--- src/sv/fbpa_pkg.sv ---
// ----------------------------------------------------------------------------
// fbpa_pkg
// shared types and constants of the fixed block pool allocator
// ----------------------------------------------------------------------------
package fbpa_pkg;

	localparam int OFFSET_W = 24;
	localparam int COUNT_W  = 9;
	localparam int LOG2_W   = 5;
	localparam int CFG_IDX_W = 1;

	localparam logic [COUNT_W-1:0] COUNT_RESET = 9'd256;
	localparam logic [LOG2_W-1:0]  LOG2_RESET  = 5'd12;
	localparam logic [LOG2_W-1:0]  LOG2_LIMIT  = 5'd16;

	localparam logic [CFG_IDX_W-1:0] CFG_BLOCK_COUNT = 1'b0;
	localparam logic [CFG_IDX_W-1:0] CFG_BLOCK_LOG2  = 1'b1;

	typedef enum logic {
		ACT_ALLOC = 1'b0,
		ACT_FREE  = 1'b1
	} action_t;

	typedef enum logic [1:0] {
		ST_OK      = 2'd0,
		ST_EMPTY   = 2'd1,
		ST_UNKNOWN = 2'd2
	} status_t;

	// controller to datapath
	typedef struct packed {
		logic start;   // latch request, issue memory reads
		logic commit;  // update state, result valid
	} cmd_t;

	// datapath to controller
	typedef struct packed {
		status_t               status;
		logic [OFFSET_W-1:0]   offset;
	} res_t;

endpackage

--- src/sv/fbpa_dp.sv ---
// ----------------------------------------------------------------------------
// fbpa_dp
// datapath: config registers, free stack memory, allocated map memory
// ----------------------------------------------------------------------------
module fbpa_dp #(
	parameter int MAX_BLOCKS = 256
) (
	input  logic                             clk,
	input  logic                             arst_n,
	input  logic                             cfg_we,
	input  logic [fbpa_pkg::CFG_IDX_W-1:0]   cfg_index,
	input  logic [fbpa_pkg::COUNT_W-1:0]     cfg_data,
	input  logic                             req_action,
	input  logic [fbpa_pkg::OFFSET_W-1:0]    req_offset,
	input  fbpa_pkg::cmd_t                   cmd,
	output fbpa_pkg::res_t                   res
);

	localparam int IW = (MAX_BLOCKS > 1) ? $clog2(MAX_BLOCKS) : 1;
	localparam int CW = $clog2(MAX_BLOCKS + 1);
	localparam logic [CW-1:0] RST_CNT =
		(256 > MAX_BLOCKS) ? CW'(MAX_BLOCKS) : CW'(256);

	logic [fbpa_pkg::COUNT_W-1:0] count_q, count_nxt;
	logic [fbpa_pkg::LOG2_W-1:0]  log2_q;
	logic [CW-1:0]                eff_cnt, new_eff;
	logic [fbpa_pkg::LOG2_W-1:0]  sh;
	logic [CW-1:0]                fcnt_q;
	logic [CW-1:0]                lw_q;    // lowest stack depth since rebuild

	logic [IW-1:0] stack_mem [MAX_BLOCKS];
	logic          map_mem   [MAX_BLOCKS];

	logic                          action_s1, bad_s1, empty_s1;
	logic [IW-1:0]                 idx_s1, pos_s1, stk_rd_s1;
	logic                          map_rd_s1;

	logic [fbpa_pkg::OFFSET_W-1:0] idx_full;
	logic                          misaligned, out_range;
	logic [IW-1:0]                 pos_addr;
	logic                          p_untouched, b_touched;
	logic [IW-1:0]                 blk;
	logic                          alloc_ok, free_ok;
	logic                          map_we, map_wdata, stk_we;
	logic [IW-1:0]                 map_waddr;

	assign eff_cnt = (32'(count_q) > 32'(MAX_BLOCKS)) ? CW'(MAX_BLOCKS) : CW'(count_q);
	assign count_nxt = (cfg_we && cfg_index == fbpa_pkg::CFG_BLOCK_COUNT) ? cfg_data : count_q;
	assign new_eff = (32'(count_nxt) > 32'(MAX_BLOCKS)) ? CW'(MAX_BLOCKS) : CW'(count_nxt);
	assign sh = (log2_q > fbpa_pkg::LOG2_LIMIT) ? fbpa_pkg::LOG2_LIMIT : log2_q;

	// free request decode
	assign idx_full   = req_offset >> sh;
	assign misaligned = (req_offset & ((24'd1 << sh) - 24'd1)) != '0;
	assign out_range  = 32'(idx_full) >= 32'(eff_cnt);
	assign pos_addr   = IW'(fcnt_q - CW'(1));

	// stack entries below the low-water mark still hold their rebuild value
	assign p_untouched = 32'(pos_s1) < 32'(lw_q);
	assign blk = p_untouched ? IW'(eff_cnt - CW'(1) - CW'(pos_s1)) : stk_rd_s1;
	// blocks above count-lw were never handed out since the rebuild
	assign b_touched = 32'(idx_s1) < 32'(eff_cnt - lw_q);

	assign alloc_ok  = !empty_s1;
	assign free_ok   = !bad_s1 && b_touched && map_rd_s1;
	assign map_we    = cmd.commit && (action_s1 ? free_ok : alloc_ok);
	assign map_waddr = action_s1 ? idx_s1 : blk;
	assign map_wdata = !action_s1;
	assign stk_we    = cmd.commit && action_s1 && free_ok;

	always_comb begin
		res.offset = '0;
		if (action_s1 == fbpa_pkg::ACT_FREE) begin
			res.status = free_ok ? fbpa_pkg::ST_OK : fbpa_pkg::ST_UNKNOWN;
		end else if (alloc_ok) begin
			res.status = fbpa_pkg::ST_OK;
			res.offset = fbpa_pkg::OFFSET_W'(32'(blk) << sh);
		end else begin
			res.status = fbpa_pkg::ST_EMPTY;
		end
	end

	always_ff @(posedge clk or negedge arst_n) begin
		if (!arst_n) begin
			count_q <= fbpa_pkg::COUNT_RESET;
			log2_q  <= fbpa_pkg::LOG2_RESET;
			fcnt_q  <= RST_CNT;
			lw_q    <= RST_CNT;
		end else if (cfg_we) begin
			count_q <= count_nxt;
			if (cfg_index == fbpa_pkg::CFG_BLOCK_LOG2) begin
				log2_q <= cfg_data[fbpa_pkg::LOG2_W-1:0];
			end
			fcnt_q <= new_eff;
			lw_q   <= new_eff;
		end else if (cmd.commit) begin
			if (action_s1 == fbpa_pkg::ACT_FREE) begin
				if (free_ok) begin
					fcnt_q <= fcnt_q + CW'(1);
				end
			end else if (alloc_ok) begin
				fcnt_q <= fcnt_q - CW'(1);
				if (p_untouched) begin
					lw_q <= CW'(pos_s1);
				end
			end
		end
	end

	always_ff @(posedge clk) begin
		if (cmd.start) begin
			action_s1 <= req_action;
			idx_s1    <= IW'(idx_full);
			bad_s1    <= misaligned || out_range;
			empty_s1  <= fcnt_q == '0;
			pos_s1    <= pos_addr;
		end
	end

	always_ff @(posedge clk) begin
		if (cmd.start) begin
			stk_rd_s1 <= stack_mem[pos_addr];
			map_rd_s1 <= map_mem[IW'(idx_full)];
		end
		if (stk_we) begin
			stack_mem[fcnt_q[IW-1:0]] <= idx_s1;
		end
		if (map_we) begin
			map_mem[map_waddr] <= map_wdata;
		end
	end

endmodule

--- src/sv/fbpa_ctrl.sv ---
// ----------------------------------------------------------------------------
// fbpa_ctrl
// request sequencer and output word register
// ----------------------------------------------------------------------------
module fbpa_ctrl (
	input  logic                          clk,
	input  logic                          arst_n,
	input  logic                          s_tvalid,
	output logic                          s_tready,
	output logic                          m_tvalid,
	input  logic                          m_tready,
	output logic [1:0]                    m_tuser,
	output logic [fbpa_pkg::OFFSET_W-1:0] m_tdata,
	output fbpa_pkg::cmd_t                cmd,
	input  fbpa_pkg::res_t                res
);

	typedef enum logic {
		IDLE,
		EXEC
	} state_t;

	state_t         state_q;
	logic           out_valid_q;
	fbpa_pkg::res_t out_q;
	logic           can_finish;

	assign s_tready   = state_q == IDLE;
	assign can_finish = !out_valid_q || m_tready;
	assign cmd.start  = s_tvalid && s_tready;
	assign cmd.commit = state_q == EXEC && can_finish;

	assign m_tvalid = out_valid_q;
	assign m_tuser  = out_q.status;
	assign m_tdata  = out_q.offset;

	always_ff @(posedge clk or negedge arst_n) begin
		if (!arst_n) begin
			state_q     <= IDLE;
			out_valid_q <= 1'b0;
			out_q       <= '0;
		end else begin
			case (state_q)
				IDLE: begin
					if (cmd.start) begin
						state_q <= EXEC;
					end
				end
				EXEC: begin
					if (can_finish) begin
						state_q <= IDLE;
					end
				end
				default: state_q <= IDLE;
			endcase
			if (cmd.commit) begin
				out_valid_q <= 1'b1;
				out_q       <= res;
			end else if (m_tready) begin
				out_valid_q <= 1'b0;
			end
		end
	end

endmodule

--- src/sv/fixed_block_pool_allocator.sv ---
// ----------------------------------------------------------------------------
// fixed_block_pool_allocator
// pool of power-of-two sized blocks handed out from a lifo free stack
// ----------------------------------------------------------------------------
// a request reads the memories, then commits into the result word register;
// the next request waits until it commits, set by the read-modify-write of
//   the free stack and allocated map memories (read, then update); a result
//   word held by m_tready low keeps the next request in its read cycle
// reset and config writes rebuild the pool at once through a low-water mark
//   on the free stack, no clearing pass; block 0 is handed out first
module fixed_block_pool_allocator #(
	parameter int MAX_BLOCKS = 256
) (
	input  logic                             clk,
	input  logic                             arst_n,
	// request word
	input  logic                             s_tvalid,
	output logic                             s_tready,
	input  logic [23:0]                      s_tdata,   // [23:0] offset
	input  logic                             s_tuser,   // [0] action
	// result word
	output logic                             m_tvalid,
	input  logic                             m_tready,
	output logic [23:0]                      m_tdata,   // [23:0] block_offset
	output logic [1:0]                       m_tuser,   // [1:0] status
	// register writes
	input  logic                             cfg_valid,
	output logic                             cfg_ready,
	input  logic [fbpa_pkg::CFG_IDX_W-1:0]   cfg_index,
	input  logic [fbpa_pkg::COUNT_W-1:0]     cfg_data
);

	fbpa_pkg::cmd_t cmd;
	fbpa_pkg::res_t res;

	// the user must write only while idle (not enforced); always taken
	assign cfg_ready = 1'b1;

	// sequencer: accepts a word, runs the read cycle, then commits into the
	// output register as soon as it is free
	fbpa_ctrl u_ctrl (
		.clk      (clk),
		.arst_n   (arst_n),
		.s_tvalid (s_tvalid),
		.s_tready (s_tready),
		.m_tvalid (m_tvalid),
		.m_tready (m_tready),
		.m_tuser  (m_tuser),
		.m_tdata  (m_tdata),
		.cmd      (cmd),
		.res      (res)
	);

	// stack and map memories, free count, low-water mark, config registers
	fbpa_dp #(
		.MAX_BLOCKS (MAX_BLOCKS)
	) u_dp (
		.clk        (clk),
		.arst_n     (arst_n),
		.cfg_we     (cfg_valid && cfg_ready),
		.cfg_index  (cfg_index),
		.cfg_data   (cfg_data),
		.req_action (s_tuser),
		.req_offset (s_tdata),
		.cmd        (cmd),
		.res        (res)
	);

endmodule

--- config.mk ---
export PLATFORM = sky130hd
export DESIGN_NAME = fixed_block_pool_allocator
export DESIGN_NICKNAME = d
export VERILOG_FILES = /design/src/sv/fbpa_pkg.sv /design/src/sv/fbpa_dp.sv /design/src/sv/fbpa_ctrl.sv /design/src/sv/fixed_block_pool_allocator.sv
export SDC_FILE = /design/constraint.sdc
export NUM_CORES = 2
export LEC_CHECK = 0
export ABC_CLOCK_PERIOD_IN_PS = 22300
export BUFFER_PORTS_ARGS = -buffer_cell sky130_fd_sc_hd__buf_2
export CAP_MARGIN = 20
export CELL_PAD_IN_SITES_DETAIL_PLACEMENT = 1
export CELL_PAD_IN_SITES_GLOBAL_PLACEMENT = 1
export CORE_AREA = 2 2 422 424
export DETAILED_ROUTE_END_ITERATION = 6
export DIE_AREA = 0 0 424 426
export PLACE_DENSITY = 0.79
export SLEW_MARGIN = 20
export SYNTH_ARGS = -nofsm -noshare
export SYNTH_HDL_FRONTEND = slang
export SYNTH_SLANG_ARGS = --single-unit
--- constraint.sdc ---
create_clock -name clk -period 22.3 [get_ports clk]
set_input_delay 3.345 -clock clk [delete_from_list [all_inputs] [get_ports clk]]
set_output_delay 3.345 -clock clk [all_outputs]
set_load 0.01 [all_outputs]
# --- Word-level counts from Yosys, hierarchy flattened ---
# Memory sizes are Yosys's and may differ from the RTL's. A register that Yosys moved wholly into a read port is not among the register bits.
# Index checks and enable logic that the tools add are counted.
op_classes:
  addsub: 6
  order_cmp: 6
  eq_ne: 4
  shift: 3
  n_mux: 31
  bitwise_logic: 3
  n_reduce_logical: 22
ops:
  columns: ["operator", "count"]
  rows:
  - ["9-bit 2-to-1 mux", 13]
  - ["24-bit 2-to-1 mux", 2]
  - ["8-bit by 32-bit < comparator with 1-bit output", 1]
  - ["24-bit bitwise AND", 1]
  - ["24-bit by 9-bit greater-or-equal comparator with 1-bit output", 1]
  - ["24-bit nonzero test", 1]
  - ["1-bit by 5-bit << shifter with 24-bit output, first input constant", 1]
  - ["8-bit by 5-bit << shifter with 24-bit output", 1]
  - ["24-bit by 5-bit >> shifter with 24-bit output", 1]
  - ["24-bit by 1-bit subtractor with 24-bit output, second input constant", 1]
  - ["9-bit > comparator, second input constant", 2]
  - ["8-bit 2-to-1 mux", 2]
  - ["1-bit 2-to-1 mux", 10]
  - ["9-bit by 9-bit subtractor with 10-bit output", 1]
  - ["9-bit by 1-bit adder with 9-bit output, second input constant", 1]
  - ["9-bit logical NOT", 1]
  - ["8-bit by 9-bit < comparator with 1-bit output", 1]
  - ["9-bit by 1-bit subtractor with 9-bit output, second input constant", 1]
  - ["1-bit logical AND", 8]
  - ["8-bit by 1-bit subtractor with 8-bit output, second input constant", 1]
  - ["8-bit subtractor", 1]
  - ["2-bit nonzero test", 3]
  - ["5-bit > comparator, second input constant", 1]
  - ["5-bit 2-to-1 mux", 1]
  - ["other kinds (11)", 18]
word_totals:
  ff_bits: 79
  mem_bits_rw: 2304
  inputBits: 40
  out_inout_bits: 29
  word_cells: 90
  memories: 2
memory_table:
  columns: ["memory", "words", "width", "rd", "rd_ports_with_merged_regs", "wr", "line_no", "source"]
  rows:
  - ["u_dp.stack_mem", 256, 8, 1, 1, 1, "fbpa_dp.sv:31", "logic [IW-1:0] stack_mem [MAX_BLOCKS];"]
  - ["u_dp.map_mem", 256, 1, 1, 1, 1, "fbpa_dp.sv:32", "logic map_mem [MAX_BLOCKS];"]

# --- Depth between registers and ports, before layout ---
depth:
  depth_word: 10
  depth_mapped: 24
  ltp_nobuf: 18

# --- Hierarchy ---
# A second synthesis with hierarchy kept.
hier_totals:
  hier_cells: 5143
  area_unflattened_um2: 97992.7
by_module_without_submodules:
  columns: ["module", "n_inst", "cells_each", "area_each_um2", "seq_area_each_um2"]
  rows:
  - ["fbpa_dp", 1, 5078, 96844.1, 70834.2]
  - ["fbpa_ctrl", 1, 63, 1137.3, 700.7]
  - ["fixed_block_pool_allocator", 1, 2, 11.3, 0.0]

# --- Worst setup path after synthesis ---
# No wires, ideal clock.
synth_timing:
  kind: "register to register"
  start: "register u_dp.action_s1"
  end: "memory u_dp.map_mem[252] (enable)"
  setup_time_ns: 0.300
  t_arrival_ns: 6.856
  t_required_ns: 22.000
  path_slack_ns: 15.144
  path_stages_with_launch: 8
  synth_period_minus_slack_ns: 7.156
  path_cell_list: "edfxtp_1 -> inv_1 -> clkbuf_1 -> o21ai_0 -> or3b_2 -> clkbuf_1 -> clkbuf_1 -> nor2_1"
synth_between:
  elab_chain_cells: 4
synth_rtl:
  columns: ["item", "line_no", "source"]
  rows:
  - ["start, declared", "fbpa_dp.sv:34", "logic action_s1, bad_s1, empty_s1;"]
  - ["start signal, assigned", "fbpa_dp.sv:112", "action_s1 <= req_action;"]
  - ["1-bit 2-to-1 mux", "fbpa_dp.sv:66", "assign map_we = cmd.commit && (action_s1 ? free_ok : alloc_ok);"]
  - ["1-bit logical AND", "fbpa_dp.sv:66", null]
  - ["1-bit 2-to-1 mux", "fbpa_dp.sv:128", "if (map_we) begin"]
  - ["1-bit 2-to-1 mux (not written as such)", "fbpa_dp.sv:129", "map_mem[map_waddr] <= map_wdata;"]
  - ["end, declared", "fbpa_dp.sv:32", null]
# Parallel ways exist; a longest one is shown, timed or not.

# --- Worst setup path after layout ---
layout_timing:
  start: "input port s_tdata[1]"
  end: "register u_dp.bad_s1 (data pin)"
layout_between:
  elab_chain_cells: 3
layout_rtl:
  columns: ["item", "line_no", "source"]
  rows:
  - ["start, declared", "fixed_block_pool_allocator.sv:19", "input logic [23:0] s_tdata,"]
  - ["24-bit by 5-bit >> shifter with 24-bit output or 24-bit bitwise AND (tied branches)", "fbpa_dp.sv:53, fbpa_dp.sv:54", null]
  - ["24-bit by 9-bit greater-or-equal comparator with 1-bit output or 24-bit nonzero test (tied branches)", "fbpa_dp.sv:55, fbpa_dp.sv:54", null]
  - ["1-bit logical OR *", "fbpa_dp.sv:114", "bad_s1 <= misaligned || out_range;"]
  - ["end signal, assigned", "fbpa_dp.sv:114", null]
  - ["end, declared", "fbpa_dp.sv:34", null]
# Every way passes the cells marked *; elsewhere a longest branch is shown, timed or not.
# A chain may end at the register's enable or synchronous reset.

==> results.toml <==
[timing]
hold_violations = 0
worst_pin_slew_ns = 1.20
slew_violations = 0
setup_viol = 0
max-slew-margin-rel_pct = 19.8
fin_crit_sh_pct = 29.9
rsz0062_at_grt = "false"
clock_skew_ns = 0.0569
max_freq_mhz = 150
finalCriticalPeriod_ns = 6.68
tns_ns = 0

[worst_setup_path]
critPathKind = "input pin to flop"
critical-path-max-stage-delay_ns = 0.65
path_max_fanout = 54
cp_cell_sequence = "buf_2 > and2_1 > a2111oi_0 > a211oi_1 > o22a_1 > and2_2 > buf_4 > inv_4 > ha_1 > nand2b_1 > a21o_1 > a21o_1 > a21oi_1 > nor2b_1 > o21ai_0 > nand2b_1 > a21oi_1 > nor2b_1 > o21ai_0 > nand4_1"
cp.required_ns = 22.84
cp_data_arrival_time_ns = 7.22
r2r_start = "u_dp.fcnt_q[0]"
worst-path-buf-inv = 3
cp-end-kind = "flop"
startpoint_type = "input pin"
critical_path.startpoint = "s_tdata[1]"
cp_top_family = "compound AO/OA/AOI/OAI gates"
slowest_stage = "inv_4"

[place]
dp_hpwl_um = 149000
place_inst = 7295
gp_congestion = 0.890
portBuffers = 67

[outcome]
status = "finished, violations left"
violations = "design-rule violations"

[clock_tree]
clock_path_buffers = 3
cts_hold_buf = 0
cts_tree = "done"
cts_resized = 0
clk_pin_slew_ns = 0.06
cts_buffers = 230
post-cts-setup-buffers = 0
clock_sinks = 2392
cts_max_level = 4
cts-root-buf = "clkbuf_16"
clk_latency_ns = 0.86

[detailed_routing]
vias = 51700
postRouteAntennaNets = 0
drt-pass1-iter-count = 7
via_per_inst = 6.69
drc_errors = 3
wl_per_cell_um = 33.4
drtIter0Drc = 6914
drt_wl_total_um = 258000

[die]
dieWidth_um = 424
core_sq_um = 176000
die-area_sq_um = 181000
initial_core_util_pct = 55.7
ioPinCount = 69
fp.dieH_um = 426
rows = 154

[synthesis]
synth.area.top_cells = "edfxtp_1 72%, mux4_2 15%, nor2_1 2.2%"
synthArstFlopShare_pct = 2.51
synth_ff_type = "edfxtp_1"
synth_area_per_cell_sq_um = 19.1
ys_types = 85
synthCells = 5127
ys_seq_area_share_pct = 73.1
synth_common_cells = "2,332 x edfxtp_1, 661 x mux4_2, 573 x nor2_1, 227 x clkbuf_1, 217 x nand2_1"
synth_warnings = 0
syn_area_sq_um = 97900
synth_top_area_cell = "edfxtp_1"
yosysMostFrequentCell = "edfxtp_1"
synth_edf_count = 2332
synth-seq-cells = 2392
synth_top_area_share_pct = 71.5
syn_nets = 5214

[power_and_ir_drop]
p_per_area_nw_per_um2 = 118
vdd_drop_max_mv = 0.0830
power.leakage_uw = 0.0340

[final_layout]
area_growth_pct = 10.5
drive_gt1_share_pct = 22.6
fillers = 14700
nNetsFinal = 5278
final_core_util_pct = 61.6
stdcell_count = 7722

[global_route]
grt_usage_pct = 28.9
antenna_found_initial = 10
grt_max_degree = 257
grt-ovfl-total = 0
grt_pass1_vias = 53700
grt_pass1_wl_um = 379000

[worst_hold_path]
worstHoldPathType = "flop to flop"
min_from = "u_ctrl.m_tdata[11]"

[flow_run]
maxCapViolations = 0
[power by group]
part / internal (uW) / leakage [uW] / switching [uW]
clock network: 2170 / 0.00357 / 1670
logic: 1420 / 0.00866 / 2250
registers: 5210 / 0.0217 / 71.7
[cells in the final DEF (no fill, tap or decap), types with 14 or more instances in the layout]
| master | netlist | final |
|---|---|---|
| clkbuf_16 | 0 | 235 |
| buf_2 | 32 | 67 |
| clkinv_2 | 0 | 33 |
| edfxtp_1 | 2332 | 2332 |
| nor3_1 | 14 | 14 |
| ha_1 | 45 | 44 |
| a21oi_1 | 70 | 69 |
| nand3_1 | 64 | 52 |
| clkbuf_1 | 227 | 62 |
| nor2b_1 | 27 | 25 |
| a32oi_1 | 16 | 16 |
| a31oi_1 | 34 | 34 |
| a211oi_1 | 54 | 54 |
| o21ai_0 | 61 | 60 |
| dfrtp_1 | 55 | 54 |
| nor2_1 | 573 | 573 |
| buf_4 | 17 | 84 |
| mux4_2 | 661 | 661 |
| a311oi_1 | 19 | 19 |
| nand2b_1 | 19 | 19 |
| inv_1 | 57 | 55 |
| mux2i_1 | 161 | 160 |
| and2_1 | 37 | 36 |
| o22ai_1 | 17 | 17 |
| mux2_2 | 22 | 22 |
| nand2_1 | 217 | 215 |
| clkinv_1 | 2 | 50 |
| bufinv_16 | 0 | 20 |
[path summary, 6_finish.rpt]
path / endpoint / cells after the start / slack, ns
max reg2reg: u_dp.stk_rd_s1[5] / 11 / 15.70
min in group asynchronous: u_ctrl.m_tdata[11] / 2 / 2.69
max: u_dp.bad_s1 / 20 / 15.62
max in group asynchronous: u_dp.fcnt_q[0] / 2 / 18.96
min: u_ctrl.m_tdata[11] / 1 / 0.48
min reg2reg: u_ctrl.m_tdata[11] / 1 / 0.48
[metrics by stage]
| stage | hold slack (ns) | worst slack [ns] | area (sq um) | total power (uW) |
|---|---|---|---|---|
| 2_1_floorplan | 0.450 | 15.14 | 97900 | 7770 |
| 3_3_place_gp | 0.463 | 14.88 | 101000 | 8870 |
| 3_5_place_dp | 0.466 | 14.85 | 101000 | 8980 |
| 4_1_cts | 0.481 | 15.65 | 108000 | 12800 |
| 5_1_grt | 0.495 | 15.24 | 108000 | 13100 |
| 6_report | 0.475 | 15.62 | 108000 | 12800 |
[routing by layer]
| metal | vias up | routed length (um) | track usage (%) |
|---|---|---|---|
| li1 | 20900 | - | - |
| met4 | 8 | 8040 | 9.45 |
| met5 | - | 50 | 0 |
| met2 | 2777 | 127000 | 46.7 |
| met1 | 27500 | 102000 | 40.8 |
| met3 | 479 | 21200 | 4.74 |
[state kept, by name, indices dropped and copies added, names as in the netlist]
signal	count
u_dp.count_q	9
u_dp.pos_s1	8
u_dp.empty_s1	1
u_dp.fcnt_q	9
u_dp.map_rd_s1	1
u_dp.lw_q	9
u_dp.log2_q	5
u_dp.action_s1	1
u_dp.stack_mem	2048
u_dp.map_mem	256
u_ctrl.m_tuser	2
u_dp.stk_rd_s1	8
u_ctrl.state_q	1
u_dp.idx_s1	8
u_dp.bad_s1	1
u_ctrl.m_tdata	24
u_ctrl.m_tvalid	1
[cell type report]
| class | count | area, sq um | share of cell area, % |
|---|---|---|---|
| Sequential cell | 2392 | 71500 | 66.1 |
| Multi-Input combinational cell | 2339 | 24900 | 23.0 |
| Clock buffer | 299 | 6140 | 5.68 |
| Tap cell | 2340 | 2930 | 2.71 |
| Timing Repair Buffer | 166 | 1250 | 1.16 |
| Clock inverter | 117 | 1180 | 1.09 |
| Inverter | 62 | 240 | 0.222 |
| Antenna cell | 7 | 17.5 | 0.0162 |
[kinds of logic after synthesis]
group,Yosys count,share of synthesized area [%]
AO/OA/AOI/OAI,405,2.88
XOR/XNOR,24,0.215
adder cells (fa/ha/maj),47,0.616
buffers and inverters,396,1.69
flip-flops,2392,73.1
multiplexers,845,17.1
other,1,0.00383
AND/OR/NAND/NOR,1017,4.43
(Power assumes the default switching activity.)
